==> src/bcu_pkg.sv <==
// shared types, constants and weight table for the bicubic upscaler
`default_nettype none
package bcu_pkg;
    localparam int MAX_IN_WIDTH     = 256;
    localparam int MAX_IN_HEIGHT    = 256;
    localparam int WEIGHT_FRAC_BITS = 14;
    localparam int COL_W  = $clog2(MAX_IN_WIDTH);
    localparam int ROW_W  = $clog2(MAX_IN_HEIGHT);
    localparam int ADDR_W = COL_W + ROW_W;
    localparam int WGT_W  = WEIGHT_FRAC_BITS + 3;
    localparam int PROD_W = 2 * WGT_W;
    localparam int ACC_W  = PROD_W + 8 + 4;

    localparam logic [1:0] REG_IN_WIDTH   = 2'd0;
    localparam logic [1:0] REG_IN_HEIGHT  = 2'd1;
    localparam logic [1:0] REG_OUT_WIDTH  = 2'd2;
    localparam logic [1:0] REG_OUT_HEIGHT = 2'd3;

    typedef enum logic [2:0] {
        ST_IDLE, ST_NEAR_RD, ST_NEAR_OUT, ST_TAP, ST_DRAIN, ST_DONE, ST_OOR
    } t_state;

    typedef struct packed {
        logic load;
        logic capture;
        logic tap_rd;
        logic acc_clr;
        logic out_near;
        logic out_cubic;
        logic out_oor;
    } t_cmd;

    typedef struct packed {
        logic is_load;
        logic is_oor;
        logic is_cubic;
        logic last_tap;
    } t_status;

    function automatic logic signed [WGT_W-1:0] kernel_weight(
        input logic [1:0] phase, input logic [1:0] tap);
        logic signed [12:0] n;
        logic signed [31:0] m;
        logic signed [31:0] r;
        n = 13'sd0;
        case ({phase, tap})
            4'h0: n = -13'sd147;  4'h1: n = 13'sd1981; 4'h2: n = 13'sd235;  4'h3: n = -13'sd21;
            4'h4: n = -13'sd225;  4'h5: n = 13'sd1535; 4'h6: n = 13'sd873;  4'h7: n = -13'sd135;
            4'h8: n = -13'sd135;  4'h9: n = 13'sd873;  4'ha: n = 13'sd1535; 4'hb: n = -13'sd225;
            4'hc: n = -13'sd21;   4'hd: n = 13'sd235;  4'he: n = 13'sd1981; 4'hf: n = -13'sd147;
            default: n = 13'sd0;
        endcase
        if (WEIGHT_FRAC_BITS >= 11) begin
            r = 32'(n) <<< (WEIGHT_FRAC_BITS - 11);
        end else begin
            m = (n < 0) ? -32'(n) : 32'(n);
            m = (m + (32'sd1 <<< (10 - WEIGHT_FRAC_BITS))) >>> (11 - WEIGHT_FRAC_BITS);
            r = (n < 0) ? -m : m;
        end
        return WGT_W'(r);
    endfunction
endpackage
`default_nettype wire

==> src/bcu_ctrl.sv <==
// controller state machine sequencing loads, nearest reads, tap reads and out-of-range results
`default_nettype none
module bcu_ctrl (
    input  wire logic             i_clk,
    input  wire logic             i_rst_n,
    input  wire logic             i_start,
    input  wire bcu_pkg::t_status i_status,
    output bcu_pkg::t_cmd         o_cmd,
    output logic                  o_busy
);
    import bcu_pkg::*;
    t_state r_state, n_state;
    logic [1:0] r_drain, n_drain;

    always_ff @(posedge i_clk) begin
        if (!i_rst_n) begin
            r_state <= ST_IDLE;
            r_drain <= '0;
        end else begin
            r_state <= n_state;
            r_drain <= n_drain;
        end
    end

    always_comb begin
        n_state = r_state;
        n_drain = r_drain;
        case (r_state)
            ST_IDLE: begin
                if (i_start) begin
                    n_state = ST_DONE;
                end
            end
            ST_DONE: begin
                if (i_status.is_load) n_state = ST_IDLE;
                else if (i_status.is_oor) n_state = ST_OOR;
                else if (i_status.is_cubic) n_state = ST_TAP;
                else n_state = ST_NEAR_RD;
            end
            ST_NEAR_RD:  n_state = ST_NEAR_OUT;
            ST_NEAR_OUT: n_state = ST_IDLE;
            ST_TAP: begin
                if (i_status.last_tap) begin
                    n_state = ST_DRAIN;
                    n_drain = 2'd3;
                end
            end
            ST_DRAIN: begin
                if (r_drain == 2'd0) n_state = ST_IDLE;
                else n_drain = r_drain - 2'd1;
            end
            ST_OOR:  n_state = ST_IDLE;
            default: n_state = ST_IDLE;
        endcase
    end

    always_comb begin
        o_cmd = '0;
        o_busy = (r_state != ST_IDLE);
        case (r_state)
            ST_IDLE:     o_cmd.capture = i_start;
            ST_DONE: begin
                o_cmd.load = i_status.is_load;
                o_cmd.acc_clr = 1'b1;
            end
            ST_NEAR_OUT: o_cmd.out_near = 1'b1;
            ST_TAP:      o_cmd.tap_rd = 1'b1;
            ST_DRAIN:    o_cmd.out_cubic = (r_drain == 2'd0);
            ST_OOR:      o_cmd.out_oor = 1'b1;
            default:     o_cmd = '0;
        endcase
    end
endmodule
`default_nettype wire

==> config.mk <==
export PLATFORM = sky130hd
export DESIGN_NAME = bcu_ctrl
export DESIGN_NICKNAME = d
export VERILOG_FILES = /design/src/bcu_pkg.sv /design/src/bcu_ctrl.sv
export SDC_FILE = /design/constraint.sdc
export NUM_CORES = 1
export LEC_CHECK = 0
export BUFFER_PORTS_ARGS = -buffer_cell sky130_fd_sc_hd__buf_2
export CORE_AREA = 2 2 39 41
export CTS_CLUSTER_SIZE = 16
export DETAILED_ROUTE_END_ITERATION = 12
export DIE_AREA = 0 0 41 43
export PLACE_DENSITY = 0.58
export SLEW_MARGIN = 15
export SYNTH_ARGS = -nofsm -noshare
export SYNTH_HDL_FRONTEND = slang
export SYNTH_SLANG_ARGS = --single-unit
==> constraint.sdc <==
create_clock -name i_clk -period 1.5 [get_ports i_clk]
set_input_delay 0.225 -clock i_clk [delete_from_list [all_inputs] [get_ports i_clk]]
set_output_delay 0.225 -clock i_clk [all_outputs]
set_load 0.005 [all_outputs]
==> results of run 1 <==
cell families (layout without fill, tap and decap cells):
| kind of cell | after synthesis | in the layout | share of synthesized area [%] |
|---|---|---|---|
| AND/OR/NAND/NOR | 18 | 18 | 35.3 |
| AO/OA/AOI/OAI | 11 | 11 | 20.8 |
| buffers and inverters | 8 | 25 | 9.54 |
| flip-flops | 5 | 5 | 28.3 |
| XOR/XNOR | 1 | 1 | 2.47 |
| adder cells (fa/ha/maj) | 1 | 1 | 3.53 |
worst max path at each step:
stage                 end  slack (ns)  depth (start not counted)
2_1_floorplan  r_drain[0]        0.19                          5
3_3_place_gp   r_drain[0]        0.15                          5
3_5_place_dp   r_drain[0]        0.13                          5
4_1_cts          o_cmd[5]      0.0009                          3
5_1_grt          o_cmd[5]       0.004                          3
6_report         o_cmd[5]        0.06                          3
layout by cell type, fill, tap and decap left out, drive strengths merged, types with 2 or more instances in the layout:
master  Yosys  final
buf         3     16
a31oi       3      3
inv         5      5
clkbuf      0      4
nor2        3      3
nor3b       2      2
o21ai       3      3
and3b       3      3
dfxtp       5      5
o21a        2      2
nand2       2      2
flip-flops by register name, indices dropped and copies added (netlist names):
signal,flops
r_state,3
r_drain,2
stage by stage:
stage	setup slack [ns]	cell area, sq um	utilization [%]
after detailed placement	0.134	444	32.1
after global placement	0.154	444	32.1
after global routing	0.00368	484	35.0
after CTS	0.000883	472	34.1
after floorplan	0.186	354	-
final	0.0585	484	35.0
metal layers:
metal / up-vias / share of wire [%] / GRT usage [%] / routed length [um]
li1: 194 / - / - / -
met1: 165 / 47 / 12.6 / 400
met2: 12 / 47 / 16.3 / 398
met3: 0 / 6.3 / 3.14 / 54
met4: 0 / 0 / 10.0 / 0
met5: - / 0 / 0 / 0
power by group:
group          switching, W  leakage [nW]  internal [W]
clock             0.0000520        0.0150      0.000100
sequential        0.0000176        0.0419      0.000144
combinational     0.0000474         0.171     0.0000564
total              0.000117         0.228      0.000300
layout make-up:
class	count	area (sq um)	area share, %
Timing Repair Buffer	16	85.1	17.6
Clock buffer	4	26.3	5.43
Tap cell	16	20.0	4.13
Multi-Input combinational cell	31	229	47.3
Sequential cell	5	105	21.7
Inverter	5	18.8	3.88
worst register-to-register path, cell delays in order, from the launching register on:
cell and delay [ns]:
dfxtp_1 0.30, inv_1 0.06, ha_1 0.21, or4b_4 0.51, o21ai_1 0.15, a31oi_1 0.06
what timing repair did:
item,4_1_cts,5_1_grt
endpoints found under the setup margin,1,4
hold buffers,0,0
gates resized for setup,1,4
pin swaps,0,1
gates cloned,0,0
==> reports/results.tsv, run 1 <==
stage	metric	value	unit
run_status	status	finished, final reports clean	
sta	drv_slew	0	
setup_path	worstSetupPathType	reg2out	
sta	max_freq	694	MHz
floorplanning	io_pins	15	
synthesis	synth.avg_cell_area	8.05	sq um
grt	grtUsageTotal	11.3	%
synthesis	yosysTopAreaCell	dfxtp_1	
setup_path	r2r_end	r_drain[0]	
drt	wire_per_inst	11.1	um
synthesis	synth_seq_area_share	28.3	%
setup_path	worstSetupStartpoint	r_state[1]	
sta	setup_viol	0	
sta	slew_headroom	79.7	%
grt	grt_pass1_vias	314	
pwr	finalPower	0.000418	W
setup_path	slowest_delay	0.39	ns
synthesis	yosysWarnings	0	
synthesis	ys_async_sr_fraction	0	%
floorplanning	rows	14	
cells_and_area	nFillCells	146	
synthesis	synth_top_area_share	28.3	%
setup_path	crit_fanout	9	
sta	worst_slew_pin_slew	0.300	ns
drt	drc_errors	0	
cts	cts_tree	yes	
setup_path	crit_chain	or3_1 > nor2_2 > buf_2	
grt	grt_max_degree	15	
drt	vias_per_cell	4.82	
placed_design	dp.final_hpwl	626	um
setup_path	critical_path.slowest_cell	or3_1	
cts	htree_levels	1	
run	cap_violations	0	
sta	period_share	96.1	%
cts	clock_path_buffers	2	
synthesis	synth_ff_type	dfxtp_1	
setup_path	cp.required	1.27	ns
setup_path	reg2regPathDepth	5	
pwr	p_leak	0.228	nW
cells_and_area	finalNetCount	70	
cts	clock_sinks	5	
grt	overflow	0	
synthesis	synth_area_leaders	dfxtp_1, and3b_1, a31oi_1, inv_1, buf_2	
synthesis	netlist_area	354	sq um
floorplanning	start_util	25.6	%
hold_path	hp-start	i_status[0]	
drt	routed_wl	853	um
floorplanning	core-area	1380	sq um
pwr	ir_worst_vdd	0.351	mV
cells_and_area	drive_gt1_share	41.0	%
setup_path	cp-end-kind	output port	
sta	finalClockSkew	0.00264	ns
sta	rsz0062_at_grt	false	
setup_path	r2r-start	r_drain[0]	
cells_and_area	syn2layout_area_growth	36.7	%
synthesis	ys_ff_latch	5	
sta	hold_viol_final	0	
pwr	power_per_cell_area	862	nW/um^2
sta	min_period	1.44	ns
drt	ant_nets	0	
cts	root_buffer	clkbuf_4	
placed_design	gp_congestion	0.745	
drt	drtPass1Iterations	4	
cts	numCtsBuffers	3	
setup_path	cpLargestDelayFamily	simple AND/OR/NAND/NOR gates	
grt	grt_pass1_wl	1280	um
floorplanning	die_y	43	um
floorplanning	dieArea	1760	sq um
hold_path	hold_path.class	in2reg	
setup_path	reg2reg_slack	0.09	ns
setup_path	start_kind	register	
cts	post_cts_buffers	0	
synthesis	yosys-top-cells-count	dfxtp_1, inv_1	
cts	clock_latency	0.24	ns
grt	antenna_found_initial	0	
drt	drt_iter0_drc	3	
sta	setup_tns	0	ns
cells_and_area	fin_cells	77	
floorplanning	dieWidth	41	um
synthesis	syn-instance-count	44	
placed_design	port_buffers	14	
setup_path	path_buf_inv	1	
sta	whs	0.238	ns
synthesis	yosysUniqueCellTypes	23	
synthesis	syn-num-nets	52	
drt	vias	371	
cts	path_clk_slew	0.04	ns
synthesis	synth_edf_count	0	
hold_path	hold_path_depth	2	
hold_path	min_to	r_state[1]	
cells_and_area	diodes	0	
placed_design	dp_cells	73	
setup_path	critical_path_arrival	1.22	ns
(Power assumes the default switching activity.)
==> run 2, diff against run 1 <==
--- a/config.mk
+++ b/config.mk
@@ -11,6 +11,7 @@
 export DETAILED_ROUTE_END_ITERATION = 12
 export DIE_AREA = 0 0 41 43
 export PLACE_DENSITY = 0.58
+export RECOVER_POWER = 100
 export SLEW_MARGIN = 15
 export SYNTH_ARGS = -nofsm -noshare
 export SYNTH_HDL_FRONTEND = slang
==> run 2 against run 1 <==
Against the previous run:
- clock skew about the same
- largest power group unchanged
- clock power about the same
- critical endpoint unchanged
- design area down 1.0%
- register-to-register slack worse by 0.03 ns
- maximum frequency about the same
- sequential share of layout area up 0.23 points
- flip-flop and latch count unchanged
==> reports/results.tsv, run 2 (same netlist as run 1, synthesis figures left out) <==
stage	metric	value	unit
grt	grtUsageTotal	11.3	%
cts	clock_latency	0.24	ns
cts	htree_levels	1	
grt	grt_pass1_wl	1280	um
cells_and_area	top_register	r_state	
sta	period_share	96.2	%
cells_and_area	seqCellArea	105	sq um
cts	cts_tree	yes	
placed_design	gp_congestion	0.745	
drt	drtPass1Iterations	4	
sta	slew_headroom	79.6	%
sta	setup_tns	0	ns
sta	drv_slew	0	
setup_path	cp-end-kind	output port	
floorplanning	rows	14	
run_status	status	finished, final reports clean	
drt	drc_errors	0	
sta	rsz0062_at_grt	false	
grt	use_met1	12.6	%
drt	wire_per_inst	11.3	um
placed_design	dp_cells	73	
placed_design	dp.final_hpwl	626	um
setup_path	critical_path_arrival	1.22	ns
setup_path	crit_chain	or3_1 > nor2_2 > buf_2	
pwr	power_per_cell_area	871	nW/um^2
placed_design	detailed_place.area	444	sq um
drt	drt_iter0_drc	3	
floorplanning	core-area	1380	sq um
grt	use_met3	3.14	%
cells_and_area	top_regs	r_state x3, r_drain x2	
grt	antenna_found_initial	0	
run	cap_violations	0	
cells_and_area	layout_commonest_cell	buf_2	
setup_path	worstSetupPathType	reg2out	
grt	met2_usage	16.3	%
cts	cts_hold_buf	0	
cells_and_area	finalNetCount	70	
drt	routed_wl	867	um
cells_and_area	nFillCells	148	
cells_and_area	largest_reg_flops	3	
setup_path	cp.required	1.27	ns
sta	max_freq	693	MHz
hold_path	hold_path.class	in2reg	
cts	clock_sinks	5	
sta	hold_viol_final	0	
setup_path	slowest_delay	0.39	ns
sta	finalClockSkew	0.00275	ns
grt	grt_pass1_vias	314	
cts	clock_path_buffers	2	
drt	vias_per_cell	4.82	
floorplanning	die_y	43	um
sta	min_period	1.44	ns
cells_and_area	diodes	0	
floorplanning	start_util	25.6	%
setup_path	start_kind	register	
cells_and_area	drive_gt1_share	34.4	%
grt	overflow	0	
setup_path	reg2reg_slack	0.06	ns
cells_and_area	final_area	479	sq um
grt	top_usage_layer	met2	
setup_path	crit_fanout	9	
cts	path_clk_slew	0.04	ns
setup_path	critical_path.slowest_cell	or3_1	
floorplanning	dieWidth	41	um
cts	root_buffer	clkbuf_4	
pwr	ir_worst_vdd	0.352	mV
cells_and_area	layout_common_cells	buf_2, inv_1, clkbuf_1	
pwr	p_leak	0.211	nW
cells_and_area	syn2layout_area_growth	35.3	%
grt	grt_max_degree	15	
cells_and_area	multiInputGateArea	229	sq um
drt	ant_nets	0	
floorplanning	dieArea	1760	sq um
cts	numCtsBuffers	3	
sta	worst_slew_pin_slew	0.301	ns
floorplanning	io_pins	15	
cells_and_area	fin_cells	77	
drt	vias	371	
sta	setup_viol	0	
placed_design	port_buffers	14	
-- run 2: changes by cell type in the layout (fill, tap and decap cells not counted), sizes merged --
cell | previous run | this run
buf | 16 | 13
clkbuf | 4 | 7
-- run 2: worst max-delay path, delay by kind of cell, from the launching register on --
family / cells / cell delay (ns)
buffers and inverters: 1 / 0.12
flip-flops: 1 / 0.36
AND/OR/NAND/NOR: 2 / 0.50
-- run 2: through the flow --
step | utilization, % | worst slack (ns) | hold WS, ns | power, W
2_1_floorplan | - | 0.186 | 0.333 | 0.000218
3_5_place_dp | 32.1 | 0.134 | 0.464 | 0.000261
6_report | 34.6 | 0.0573 | 0.237 | 0.000417
3_3_place_gp | 32.1 | 0.154 | 0.463 | 0.000260
4_1_cts | 34.1 | 0.000883 | 0.239 | 0.000424
5_1_grt | 34.6 | 0.00368 | 0.254 | 0.000456
-- run 2: timing repair --
| action | 4_1_cts | 5_1_grt |
|---|---|---|
| endpoints found under the setup margin | 1 | 4 |
| buffers inserted | 0 | 0 |
| gates resized for setup | 1 | 4 |
| pin swaps | 0 | 1 |
-- run 2: worst paths after layout --
check	end	start	cells past startpoint
setup / recovery	o_cmd[5]	r_state[1]	3
hold / removal	r_state[1]	i_status[0]	2
setup reg to reg	r_drain[0]	r_drain[0]	5
hold reg to reg	r_drain[1]	r_drain[1]	2
-- run 2: area by class of cell --
| class | instances | area share [%] |
|---|---|---|
| Clock buffer | 4 | 5.48 |
| Inverter | 5 | 3.92 |
| Multi-Input combinational cell | 31 | 47.8 |
| Sequential cell | 5 | 21.9 |
| Tap cell | 16 | 4.18 |
| Timing Repair Buffer | 16 | 16.7 |
-- run 2: routing by layer --
metal / up-vias / wire length (um)
li1: 194 / -
met1: 165 / 411
met2: 12 / 394
met3: 0 / 62
met4: 0 / 0
met5: - / 0
-- run 2: report_power, final --
part           switching (W)  total [W]  internal [W]
Sequential         0.0000179   0.000161      0.000144
Clock              0.0000524   0.000153      0.000100
Combinational      0.0000477   0.000103     0.0000555
